==> src/hw/rtl/lipr_pkg.sv <==
// Shared types, constants and helpers for the linear-interpolation PCM resampler.
package lipr_pkg;

   // Sample and phase widths
   localparam int unsigned SAMPLE_W = 16;
   localparam int unsigned PHASE_W  = 20;
   localparam int unsigned STEP_W   = 19;
   localparam int unsigned VOL_W    = 7;
   localparam int unsigned GAIN_W   = 22;
   localparam int unsigned CSR_IDX_W  = 2;
   localparam int unsigned CSR_DATA_W = 19;

   // One source frame in Q16 phase units
   localparam logic [PHASE_W-1:0] ONE_FRAME = 20'h10000;

   // Results per input transaction are capped at this count
   localparam logic [4:0] MAX_RESULTS = 5'd16;

   // Cycles from operand latch to a finished result in the scaling lanes
   localparam logic [2:0] CALC_LAST = 3'd5;

   // Volume ceiling and the 32767/32768 output trim
   localparam logic [VOL_W-1:0] VOL_MAX = 7'd100;

   // floor(y/100) == (y * RECIP_100) >> RECIP_SHIFT for every y below 2^22
   localparam logic [22:0] RECIP_100   = 23'd5368710;
   localparam int unsigned RECIP_SHIFT = 29;

   // Register indexes on the configuration channel
   localparam logic [CSR_IDX_W-1:0] CSR_SIXTEEN_BIT = 2'd0;
   localparam logic [CSR_IDX_W-1:0] CSR_STEREO      = 2'd1;
   localparam logic [CSR_IDX_W-1:0] CSR_PHASE_STEP  = 2'd2;
   localparam logic [CSR_IDX_W-1:0] CSR_VOLUME      = 2'd3;

   // Commands from the controller to the datapath
   typedef struct packed {
      logic load;     // latch the incoming frame
      logic issue;    // latch operands for one output position, advance phase
      logic loop2;    // hold the current frame (tail of the final frame)
      logic capture;  // take the lane results into the hold register
      logic wrap;     // close the interval: rewind phase, current becomes prior
      logic push;     // move the hold register to the output register
      logic run_end;  // pushed result is the last one of this transaction
      logic clear;    // return to clip start
   } lipr_cmd_type;

   // Status from the datapath to the controller
   typedef struct packed {
      logic have_prior;
      logic phase_lt_one;
      logic last;
      logic slot_free;
   } lipr_status_type;

   // Normalise a source code to Q15
   function automatic logic [SAMPLE_W-1:0] norm_q15(input logic [SAMPLE_W-1:0] code,
                                                    input logic sixteen);
      norm_q15 = sixteen ? code : {~code[7], code[6:0], 8'h00};
   endfunction

endpackage

==> src/hw/rtl/lipr_ctrl.sv <==
// Controller: sequences output positions, interval wrap and result delivery per frame.
module lipr_ctrl (
   input  logic                      clock,
   input  logic                      reset,
   input  logic                      req_tvalid,
   output logic                      req_tready,
   input  lipr_pkg::lipr_status_type status,
   output lipr_pkg::lipr_cmd_type    cmd
);
   import lipr_pkg::*;

   typedef enum logic [2:0] {
      ST_IDLE,
      ST_SEL,
      ST_PUSH,
      ST_ISSUE,
      ST_CALC,
      ST_WRAP,
      ST_FINISH
   } state_type;

   state_type  state_ff;
   logic [4:0] count_ff;
   logic       loop2_ff;
   logic       hold_ff;
   logic [2:0] calc_ff;
   logic       emit;
   logic       finish_go;

   // Another position lies inside the current interval
   assign emit = status.phase_lt_one && (count_ff < MAX_RESULTS) &&
                 (loop2_ff || status.have_prior);

   assign finish_go = !hold_ff || status.slot_free;

   assign req_tready = (state_ff == ST_IDLE);

   // Commands
   always_comb begin
      cmd.load    = (state_ff == ST_IDLE) && req_tvalid;
      cmd.issue   = (state_ff == ST_ISSUE);
      cmd.loop2   = loop2_ff;
      cmd.capture = (state_ff == ST_CALC) && (calc_ff == CALC_LAST);
      cmd.wrap    = (state_ff == ST_WRAP);
      cmd.push    = ((state_ff == ST_PUSH) && status.slot_free) ||
                    ((state_ff == ST_FINISH) && hold_ff && status.slot_free);
      cmd.run_end = (state_ff == ST_FINISH);
      cmd.clear   = (state_ff == ST_FINISH) && status.last && finish_go;
   end

   // State and counters
   always_ff @(posedge clock) begin
      if (reset) begin
         state_ff <= ST_IDLE;
         count_ff <= '0;
         loop2_ff <= 1'b0;
         hold_ff  <= 1'b0;
         calc_ff  <= '0;
      end else begin
         case (state_ff)
            ST_IDLE: begin
               if (req_tvalid) begin
                  count_ff <= '0;
                  loop2_ff <= 1'b0;
                  state_ff <= ST_SEL;
               end
            end
            ST_SEL: begin
               if (emit) begin
                  state_ff <= hold_ff ? ST_PUSH : ST_ISSUE;
               end else if (!loop2_ff) begin
                  state_ff <= ST_WRAP;
               end else begin
                  state_ff <= ST_FINISH;
               end
            end
            ST_PUSH: begin
               if (status.slot_free) begin
                  hold_ff  <= 1'b0;
                  state_ff <= ST_ISSUE;
               end
            end
            ST_ISSUE: begin
               count_ff <= count_ff + 5'd1;
               calc_ff  <= '0;
               state_ff <= ST_CALC;
            end
            ST_CALC: begin
               if (calc_ff == CALC_LAST) begin
                  hold_ff  <= 1'b1;
                  state_ff <= ST_SEL;
               end else begin
                  calc_ff <= calc_ff + 3'd1;
               end
            end
            ST_WRAP: begin
               if (status.last) begin
                  loop2_ff <= 1'b1;
                  state_ff <= ST_SEL;
               end else begin
                  state_ff <= ST_FINISH;
               end
            end
            ST_FINISH: begin
               if (finish_go) begin
                  hold_ff  <= 1'b0;
                  state_ff <= ST_IDLE;
               end
            end
            default: begin
               state_ff <= ST_IDLE;
            end
         endcase
      end
   end

endmodule

==> config.mk <==
export PLATFORM = sky130hd
export DESIGN_NAME = lipr_ctrl
export DESIGN_NICKNAME = d
export VERILOG_FILES = /design/src/hw/rtl/lipr_pkg.sv /design/src/hw/rtl/lipr_ctrl.sv
export SDC_FILE = /design/constraint.sdc
export NUM_CORES = 1
export LEC_CHECK = 0
export BUFFER_PORTS_ARGS = -buffer_cell sky130_fd_sc_hd__buf_2
export CORE_MARGIN = 5
export CORE_UTILIZATION = 51
export DETAILED_ROUTE_END_ITERATION = 6
export HOLD_SLACK_MARGIN = 0.1
export PLACE_DENSITY_LB_ADDON = 0.12
export SLEW_MARGIN = 10
export SYNTH_ARGS = -nofsm -noshare
export SYNTH_HDL_FRONTEND = slang
export SYNTH_SLANG_ARGS = --single-unit
==> constraint.sdc <==
create_clock -name clock -period 1.4 [get_ports clock]
set_input_delay 0.07 -clock clock [delete_from_list [all_inputs] [get_ports clock]]
set_output_delay 0.07 -clock clock [all_outputs]
set_load 0.02 [all_outputs]
Yosys cells after proc, flatten, opt, wreduce, memory -nomap -nowiden
Cells that the tools add are included.

Logic and storage cells: 64. Memory bits (writable): 0. Bits in read-only memories: 0. Output and inout bits: 9. Register bits: 13. Memories: 0. Bits of input ports: 7. Bits in latches: 0.

Muxes and demuxes: 20. Reduce and logical (&&, ||, !) cells: 23. Equal/unequal tests: 13. Div/mod/pow operators: 0. Add/sub/neg operators: 2. Multipliers: 0. $lt $le $gt $ge: 1. Bitwise logic cells: 0. Shift operators: 0.

Operators by type and width (count): 3-bit two-way mux (7); 3-bit case mux with 7 select lines (1); 3-bit == test (second input constant) (4); 5-bit case mux with 2 select lines (1); 1-bit logical AND (9); 2-bit inequality test (second input constant) (4); 4-bit AND reduction (2); 3-bit by 2-bit == test with 1-bit output (second input constant) (2); 1-bit two-way mux (6); 3-bit case mux with 2 select lines (1); 2-bit nonzero test (3); 5-bit by 1-bit adder with 5-bit output (second input constant) (1); 5-bit < comparator (second input constant) (1); 5-bit two-way mux (1); 2-bit by 1-bit inequality test with 1-bit output (second input constant) (2); 2-bit AND reduction (2); 3-bit by 1-bit adder with 3-bit output (second input constant) (1); 3-bit by 1-bit == test with 1-bit output (second input constant) (1); 3-bit zero test (1); 1-bit logical OR (3); 1-bit case mux with 3 select lines (1); 3-bit AND reduction (1); 3-bit nonzero test (1); 2-bit two-way mux (1); other kinds (2) (2).

Depth between registers and ports, before layout
Gate-level depths: netlist (run 1).

Word-level depth: 5. Mapped depth: 6. Depth with buffers taken out: 6.

Worst setup path after synthesis (run 1)
No wires, ideal clock.

Path type: register to register. From: register state_ff[2]. To: register count_ff[2]. Library setup time: 0.132 ns. Stages on the path, launching flop included: 6. Setup slack: 0.048 ns. Clock period less this slack: 1.352 ns. Required time: 1.268 ns. Data arrival time: 1.219 ns. Cells stage by stage: dfxtp_1 -> buf_4 -> nor4b_4 -> nor2_2 -> o21ai_1 -> a21oi_1.

Cells in the longest elaborated chain, start to end: 3.

RTL lines: start: declaration (line lipr_ctrl.sv:22) `state_type state_ff;`; start signal: assignment (line lipr_ctrl.sv:70) `state_ff <= hold_ff ? ST_PUSH : ST_ISSUE;`; 3-bit by 2-bit == test with 1-bit output / 3-bit zero test (equally long branches) (line lipr_ctrl.sv:60) `case (state_ff)`; 2-bit nonzero test (no source line) / 2-bit inequality test (equally long branches); 2-bit AND reduction (no source line); end signal: assignment (line lipr_ctrl.sv:84) `count_ff <= count_ff + 5'd1;`; end: declaration (line lipr_ctrl.sv:23) `logic [4:0] count_ff;`.

Several ways; a longest one is shown, not always the timed one. A chain may end at the register's enable or synchronous reset.

==> implementation parameters, run 1 <==
Parameter                              Value

Power and ir drop
  Worst vdd rail ir drop    0.809 mV
  Power dissipated by switching net loads    349 uW
  Leakage    0.420 nW
  Internal power contribution    667 uW
  Switch share    34.4%
  Clock group share of total power    23.2%
  Overall power of the completed layout    1.02 mW
  Combinational cell fraction of total power    32.3%
  Power density normalized to cell area    1040 nW/um^2
  Seq pwr share    44.5%

Setup path
  Req. time, crit path    1330 ps
  CP endpoint kind    output pin
  Crit Path Category    flip-flop to output pin
  Signal arrival time at the worst endpoint    1280 ps
  Launching element type of the critical path    flip-flop
  Max FO, Critical Path    6

Yosys
  Synthesized area divided by synthesized cell count    8.32 um^2
  Total of flip-flops plus latches after synthesis    13
  Dominant combinational cell family by area after synthesis    simple AND/OR/NAND/NOR gates
  Synth async-reset ratio    0%
  Adder-cell share of the synthesized area    4.75%
  Top cells by area, synth    dfxtp_1, nor2_1, ha_1, nor2b_1, a21oi_1
  Number of synthesized flops with an enable pin    0
  Net count of the mapped netlist    105
  Mapped cell area    791 um^2
  Synth Area in Compound Gates    17.9%
  Post-synthesis simple-gate area fraction    34.7%
  Primary flip-flop cell chosen by synthesis mapping    dfxtp_1
  Yosys top cell by area    dfxtp_1
  Number of synthesis warnings    0
  Xor and xnor area share after synthesis    1.11%
  Mux contribution to synthesized area    2.85%
  Post-synthesis sequential area ratio    32.9%
  Top-area cell type share of the netlist area    32.9%
  Count of cell types in the netlist    37
  Post-Synthesis Cells    95

Clock network
  Clk pin slew, worst setup/hold paths    80 ps
  TritonCTS clock tree    built
  H-Tree Level Count    1
  Number of clock buffers inserted by TritonCTS    3
  Clock sinks    13
  Number of buffers inserted by hold repair at cts    0
  Clock latency reported for the late side of the worst-skew pair    270 ps
  Clock buffer depth    2
  CTS root buffer    clkbuf_4

Placed design
  Half-perimeter wire length of the detailed placement result    1.21 mm
  Number of buffers added on ports    15
  Placed Cells incl. Taps    124
  Final weighted congestion in routability-driven placement    0.812

STA
  Final sum of negative setup slack    0 ps
  Final Cycle Share    96.6%
  Final Hold Vio Count    0
  Post-Route Hold Slack    124 ps
  Remaining max-slew budget at the tightest pin    80.9%
  # setup viols final    0
  Worst Clk Skew    4.18 ps
  Final critical path time including I/O delays and setup    1350 ps
  Highest clock rate    740 MHz
  RSZ-0062 raised after global routing    true
  Slew at the pin with the worst max-slew slack    282 ps
  Count of pins over their slew limit    0

GRT
  Vias in the first global route    650
  Initial antenna violation count    0
  Wire length of the first global-routing pass    2.72 mm
  Aggregate global routing overflow    0
  All-layer global routing usage    14.0%
  Largest net degree at the start of global routing    15

Final layout
  Layout cell share with drive strength beyond 1    35.7%
  Commonest cells after routing, fill and taps aside    nor2_1, buf_2, dfxtp_1
  Antenna diode count    0
  Area growth, synth to finish    23.1%
  Net count of the finished layout    126
  Utilization of the core after routing    65.4%
  Commonest non-fill, non-tap cell in the layout    nor2_1
  Number of standard cells in the final layout excluding fillers    131

Drt
  Length of routed wiring on met1    793 um
  Wire per inst    12.8 um
  Number of detailed-routing iterations run before antenna repair    3
  Routed wire length on met3    66 um
  Final ANT Viol Nets    0
  DRC violation total after the first TritonRoute iteration    6
  Overall via count from detail_route    734
  DR vias/cell    5.60
  Amount of wire on met2 after detailed routing    794 um
  Drt drc    0
  Top routing layer in use    met4
  Total Wirelength    1.67 mm

Min path
  Path class of the lowest-slack min-delay path    primary input to flip-flop

Floorplan
  Number of placement rows    14
  Die outline area    2440 um^2
  # IOs    16
  Die height    49.4 um
  Starting Density    53.1%
  Die W    49.4 um
  Core Region    1490 um^2

Flow run
  MaxCap Viol Count    0

Outcome
  Run status    finished, final reports clean
-- logic make-up (layout without fill, tap and decap cells) --
group / Yosys count / after routing
buf+inv: 8 / 28
fa+ha+maj: 3 / 3
simple gates: 45 / 45
xor+xnor: 1 / 1
compound gates: 23 / 23
flops: 13 / 13
mux: 2 / 2
-- worst paths after layout --
kind | start | endpoint | slack, ps | cells past startpoint
worst min register to register | count_ff[4]$_SDFFE_PP0P_ | count_ff[4]$_SDFFE_PP0P_ | 470 | 1
worst max register to register | calc_ff[1]$_SDFFE_PP0P_ | calc_ff[1]$_SDFFE_PP0P_ | 90 | 6
worst min-delay path | status[1] | loop2_ff$_SDFFE_PP0P_ | 120 | 3
worst max-delay path | state_ff[1]$_SDFFE_PP0P_ | cmd[4] | 50 | 3
-- cell usage after synthesis (all sizes together) (3+ instances only) --
master / n
nor2: 14
dfxtp: 13
o21ai: 8
a21oi: 7
nand2: 6
nor2b: 5
buf: 4
nor3: 4
ha: 3
inv: 3
nand3: 3
-- power by group through the flow --
| stage | Sequential [mW] | Combinational (mW) | Clock [mW] |
|---|---|---|---|
| floorplan | 0.422 | 0.263 | 0 |
| global placement | 0.451 | 0.296 | 0 |
| detailed placement | 0.453 | 0.295 | 0 |
| CTS | 0.451 | 0.303 | 0.245 |
| global route | 0.459 | 0.359 | 0.264 |
| finish | 0.452 | 0.328 | 0.235 |
-- sequential cells by signal, summed over array words and instances, names as in the netlist --
register / count
hold_ff: 1
state_ff: 3
calc_ff: 3
count_ff: 5
loop2_ff: 1
-- per-layer routing --
| layer | GRT usage, % | vias up |
|---|---|---|
| met4 | 6.99 | 0 |
| met3 | 4.89 | 2 |
| met2 | 21.7 | 10 |
| met5 | 0 | - |
| met1 | 16.9 | 342 |
| li1 | - | 380 |
-- per-stage QoR --
stage | area, um^2 | setup slack (ps)
after floorplan | 791 | 48.2
after detailed placement | 873 | 45.5
after global placement | 873 | 69.7
after global routing | 973 | -23.1
after CTS | 918 | 1.96
final | 973 | 47.7
-- timing repair --
item | 4_1_cts | 5_1_grt
setup buffers | 0 | 3
pin swaps | 1 | 4
gates resized for setup | 7 | 12
setup endpoints to repair | 7 | 7
-- worst max-delay path, stage by stage (launching register included) --
cell	delay (ps)
dfxtp_4	370
and2b_2	260
and4b_1	250
buf_6	130
-- final cells by class --
class,instances,area (um^2)
clock buffers,4,26.3
fillers,133,515
inverters,3,11.3
multi-input cells,74,505
flip-flops and latches,13,269
well taps,16,20.0
repair buffers,21,141
No activity file was read; power rests on OpenSTA's default activity.
==> inputs of run 2 (changes only) <==
Settings changed: CORE_UTILIZATION 51 to 47.
Clock period 1.4 ns to 1.11 ns, I/O delays scaled along.
==> run 2 against run 1 <==
The run now ends with negative setup slack left. Sequential share of layout area fell by 8.7 points. Worst hold slack improved by 14 ps. Critical path depth rose by 2. Combinational power rose to 3.0 times the previous value. Via count rose by 38%.
==> implementation parameters, run 2 (synthesized netlist as in run 1, its figures left out) <==
Parameter                              Value

Clock network
  CTS root buffer    clkbuf_4
  Clock sinks    13 (unchanged)
  H-Tree Level Count    1 (unchanged)
  TritonCTS clock tree    built
  Clock buffer depth    2 (unchanged)
  Number of clock buffers inserted by TritonCTS    3 (unchanged)
  Clock latency reported for the late side of the worst-skew pair    290 ps (+20 ps)
  Clk pin slew, worst setup/hold paths    90 ps (about the same)

Placed design
  Post-DP Area    1030 um^2 (+18%)
  Final weighted congestion in routability-driven placement    0.808 (-0.48%)
  Number of buffers added on ports    15 (unchanged)
  Post-place setup slack    -125 ps (-170 ps)
  Half-perimeter wire length of the detailed placement result    1.47 mm (+21%)

Setup path
  Max FO, Critical Path    4 (-2)
  Reg-to-reg setup timing slack    -340 ps (-430 ps)
  Launching element type of the critical path    flip-flop
  Req. time, crit path    1310 ps (-20 ps)
  CP Cell Sequence    ha_1, nand3_1, nor2_1, nor2_1, a211oi_1
  Crit Path Category    flip-flop to flip-flop
  CP endpoint kind    flip-flop
  CP max-delay cell    dfxtp_1
  Sum of buffers and inverters on the critical path    0 (-1)
  Slowest cell delay on critical path    420 ps (+50 ps)
  Largest delay share family, worst path    simple AND/OR/NAND/NOR gates
  Cell with the most instances on the worst path    nor2_1
  Signal arrival time at the worst endpoint    1650 ps (+370 ps)

Drt
  Wire per inst    22.5 um (+76%)
  DRC violation total after the first TritonRoute iteration    53 (+47)
  Total Wirelength    3.64 mm (+120%)
  Overall via count from detail_route    1,010 (+38%)
  DR vias/cell    6.23 (+11%)
  Number of detailed-routing iterations run before antenna repair    4 (+1)
  Drt drc    0 (unchanged)
  Final ANT Viol Nets    0 (unchanged)

Final layout
  Largest reg by FF count    count_ff
  Net count of the finished layout    157 (+25%)
  Commonest non-fill, non-tap cell in the layout    buf_4
  Max reg flops    5 (unchanged)
  Commonest cells after routing, fill and taps aside    buf_4, buf_6, nor2_1
  Largest registers    count_ff x5, calc_ff x3, state_ff x3
  Post-Layout Inst Area    1440 um^2 (+48%)
  Antenna diode count    0 (unchanged)
  Layout cell share with drive strength beyond 1    65.8% (+30 points)
  Area growth, synth to finish    82.6%
  Filler Cells Inserted    53 (-60%)

STA
  Min setup slack post-route    -339 ps (-387 ps)
  Final Hold Vio Count    0 (unchanged)
  Slew at the pin with the worst max-slew slack    338 ps (+56.3 ps)
  Remaining max-slew budget at the tightest pin    77.2% (-3.7 points)
  Count of pins over their slew limit    0 (unchanged)
  Highest clock rate    690 MHz
  Final Cycle Share    131%
  Post-Route Hold Slack    138 ps (+13.8 ps)
  Final sum of negative setup slack    -4850 ps (-4850 ps)
  # setup viols final    21 (+21)
  Worst Clk Skew    1.89 ps (-2.29 ps)
  RSZ-0062 raised after global routing    true
  Final critical path time including I/O delays and setup    1450 ps

GRT
  Aggregate global routing overflow    0 (unchanged)
  Largest net degree at the start of global routing    14 (-1)
  All-layer global routing usage    21.1% (+7.1 points)
  Vias in the first global route    874 (+34%)
  Initial antenna violation count    0 (unchanged)
  Wire length of the first global-routing pass    4.17 mm (+53%)

Floorplan
  Die W    51.0 um (+3.3%)
  # IOs    16 (unchanged)
  Number of placement rows    14 (unchanged)
  Die outline area    2600 um^2 (+6.8%)
  Die height    51.0 um (+3.3%)
  Core Region    1560 um^2 (+4.7%)
  Starting Density    50.7% (-2.4 points)

Power and ir drop
  Leakage    0.642 nW (+53%)
  Power density normalized to cell area    1300 nW/um^2 (+25%)
  Worst vdd rail ir drop    1.14 mV (+41%)

Outcome
  Violated checks    negative setup slack
  Run status    complete, but fails checks

Flow run
  MaxCap Viol Count    0 (unchanged)

Min path
  Path class of the lowest-slack min-delay path    primary input to flip-flop
-- run 2: path summary, 6_finish.rpt --
check                                              start                       end  depth (start not counted)
worst max-delay path            count_ff[0]$_SDFFE_PP0P_  count_ff[4]$_SDFFE_PP0P_                          5
worst max register to register  count_ff[0]$_SDFFE_PP0P_  count_ff[4]$_SDFFE_PP0P_                          5
worst min register to register  count_ff[1]$_SDFFE_PP0P_  count_ff[1]$_SDFFE_PP0P_                          2
worst min-delay path                           status[1]     loop2_ff$_SDFFE_PP0P_                          3
-- run 2: metal layers --
layer	GRT usage, %	vias to the layer above	part of all wire [%]
li1	-	435	-
met5	0	-	0
met4	9.42	0	4.3
met3	3.78	23	6.9
met2	34.8	63	48
met1	26.8	489	41
-- run 2: final cells by class --
type / count / area [um^2] / share of cell area (%)
clock buffer: 4 / 26.3 / 1.82
inverter: 3 / 16.3 / 1.13
multi-input combinational: 74 / 661 / 45.8
sequential: 13 / 274 / 19.0
tap: 16 / 20.0 / 1.39
timing repair buffer: 52 / 447 / 30.9
-- run 2: timing repair --
item | 4_1_cts | 5_1_grt
pin swaps | 12 | 12
endpoints found under the setup margin | 20 | 21
hold buffers | 1 | 0
resized for setup | 36 | 29
endpoints found under the hold margin | 1 | 0
setup buffers | 11 | 7
-- run 2: where the power goes --
part	internal (mW)	leakage, nW	switching (mW)
Clock	0.140	0.0150	0.176
Sequential	0.507	0.108	0.0592
Combinational	0.540	0.519	0.459
Total	1.19	0.642	0.694
-- run 2: tightest hold or removal path, stage by stage --
cell,delay (ps)
buf_2,140
a21oi_2,130
nor3_1,60
-- run 2: metrics by stage --
step                power, mW  std cells  util [%]
floorplan               0.925         95         -
global placement         1.08        139      66.2
detailed placement       1.09        139      66.2
CTS                      1.60        155      81.6
global route             1.96        162      92.6
finish                   1.88        162      92.6
==> inputs of run 3 (changes only) <==
Settings changed: CTS_BUF_LIST set to sky130_fd_sc_hd__clkbuf_16.
==> run 3 against run 2 <==
The run still ends with negative setup slack left. Via count decreased by 0.99%. Power increased by 15%. Fmax increased by 7.0%. Sequential power increased by 3%. Clock power increased by 120%. Clock skew increased by 3.3 ps.
==> implementation parameters, run 3 (synthesized netlist as in run 1, its figures left out) <==
Parameter                              Value

GRT
  Largest net degree at the start of global routing    14 (unchanged)
  Initial antenna violation count    0 (unchanged)
  Vias in the first global route    907 (+3.8%)
  Aggregate global routing overflow    0 (unchanged)
  All-layer global routing usage    23.7% (+2.6 points)
  Wire length of the first global-routing pass    4.53 mm (+8.6%)

STA
  Count of pins over their slew limit    0 (unchanged)
  Final Hold Vio Count    0 (unchanged)
  Final Cycle Share    122% (-8.6 points)
  Post-Route Hold Slack    136 ps (-1.70 ps)
  Remaining max-slew budget at the tightest pin    80.3% (+3.1 points)
  Min setup slack post-route    -244 ps (+95.1 ps)
  # setup viols final    21 (unchanged)
  RSZ-0062 raised after global routing    true
  Slew at the pin with the worst max-slew slack    293 ps (-45.5 ps)
  Highest clock rate    738 MHz (+7.0%)
  Final critical path time including I/O delays and setup    1350 ps (-95.1 ps)
  Worst Clk Skew    5.22 ps (+3.32 ps)

Placed design
  Number of buffers added on ports    15 (unchanged)
  Final weighted congestion in routability-driven placement    0.808 (unchanged)
  Placed Cells incl. Taps    139 (unchanged)
  Half-perimeter wire length of the detailed placement result    1.47 mm (unchanged)
  Post-place setup slack    -125 ps (unchanged)

Clock network
  Number of clock buffers inserted by TritonCTS    3 (unchanged)
  TritonCTS clock tree    built
  CTS root buffer    clkbuf_16
  Clock buffer depth    2 (unchanged)
  Clk pin slew, worst setup/hold paths    50 ps (-40 ps)
  H-Tree Level Count    1 (unchanged)
  Clock latency reported for the late side of the worst-skew pair    240 ps (-50 ps)
  Number of buffers inserted by hold repair at cts    0 (-1)
  Clock sinks    13 (unchanged)

Floorplan
  # IOs    16 (unchanged)
  Core Region    1560 um^2 (unchanged)
  Starting Density    50.7% (unchanged)
  Die W    51.0 um (unchanged)
  Number of placement rows    14 (unchanged)
  Die outline area    2600 um^2 (unchanged)
  Die height    51.0 um (unchanged)

Final layout
  Antenna diode count    0 (unchanged)
  Largest reg by FF count    count_ff
  Largest registers    count_ff x5, calc_ff x3, state_ff x3
  Area growth, synth to finish    79.1%
  Number of standard cells in the final layout excluding fillers    158 (-2.5%)
  Commonest cells after routing, fill and taps aside    buf_4, nor2_1, dfxtp_1, buf_6, buf_2
  Utilization of the core after routing    90.9% (-1.8 points)
  Commonest non-fill, non-tap cell in the layout    buf_4
  Layout cell share with drive strength beyond 1    65.5% (-0.26 points)
  Net count of the finished layout    153 (-2.5%)
  Max reg flops    5 (unchanged)

Drt
  Total Wirelength    3.82 mm (+4.9%)
  Overall via count from detail_route    1,000 (-0.99%)
  Final ANT Viol Nets    0 (unchanged)
  DRC violation total after the first TritonRoute iteration    55 (+3.8%)
  Amount of wire on met2 after detailed routing    1.88 mm (+7.0%)
  Top routing layer in use    met4
  Drt drc    0 (unchanged)
  Number of detailed-routing iterations run before antenna repair    4 (unchanged)
  Routed wire length on met3    283 um (+12%)
  DR vias/cell    6.33 (+1.5%)
  Wire per inst    24.2 um (+7.6%)
  Length of routed wiring on met1    1.49 mm (+1.2%)

Power and ir drop
  Worst vdd rail ir drop    1.24 mV (+8.6%)
  Overall power of the completed layout    2.17 mW (+15%)
  Leakage    0.631 nW (-1.8%)
  Power density normalized to cell area    1530 nW/um^2 (+17%)

Setup path
  Max FO, Critical Path    5 (+1)
  Signal arrival time at the worst endpoint    1300 ps (-350 ps)
  Req. time, crit path    1050 ps (-260 ps)
  Launching element type of the critical path    flip-flop
  Crit Path Category    flip-flop to output pin
  CP endpoint kind    output pin

Flow run
  MaxCap Viol Count    0 (unchanged)

Outcome
  Violated checks    negative setup slack
  Run status    complete, but fails checks

Min path
  Path class of the lowest-slack min-delay path    primary input to flip-flop
==> run 3: cell count changes in the layout (fill, tap and decap cells not counted), sizes merged <==
cell,change
dlygate4sd3,-1
inv,+1
buf,-3
clkbuf,-1
==> run 3: worst max-delay path: stages, from the launching register on <==
cell and delay, ps:
dfxtp_4 360, buf_6 140, nor4b_4 260, buf_4 180, buf_6 110
==> run 3: timing repair <==
action	in CTS	in global routing
pin swaps	14	10
endpoints found under the setup margin	20	21
resized for setup	36	17
buffers inserted	9	6
==> run 3: through the flow <==
stage,TNS (ps),cell area [um^2]
floorplan,-1310,847
global placement,-780,1030
detailed placement,-902,1030
CTS,-2770,1290
global route,-4640,1420
finish,-3890,1420
==> run 3: report_power, final <==
group | internal (mW) | leakage [nW] | switching, mW
clock network | 0.476 | 0.0423 | 0.209
registers | 0.508 | 0.108 | 0.0733
logic | 0.466 | 0.481 | 0.433
total | 1.45 | 0.631 | 0.716
==> run 3: layer usage <==
layer	global-route usage, %	vias to the layer above
li1	-	430
met1	28.2	487
met2	42.5	64
met3	4.65	19
met4	7.62	0
met5	0	-
==> run 3: final timing paths <==
path,from,endpoint,slack (ps),cells after the start
setup / recovery,state_ff[1]$_SDFFE_PP0P_,cmd[7],-240,4
hold / removal,reset,state_ff[1]$_SDFFE_PP0P_,140,3
setup reg to reg,state_ff[1]$_SDFFE_PP0P_,count_ff[2]$_SDFFE_PP0P_,-230,6
hold reg to reg,count_ff[3]$_SDFFE_PP0P_,count_ff[3]$_SDFFE_PP0P_,540,1
==> run 3: cell type report <==
| cell class | instances | area (um^2) |
|---|---|---|
| multi-input combinational | 74 | 652 |
| timing repair buffer | 48 | 377 |
| clock buffer | 3 | 75.1 |
| tap | 16 | 20.0 |
| clock inverter | 1 | 3.75 |
| fill | 60 | 143 |
| sequential | 13 | 273 |
| inverter | 3 | 16.3 |
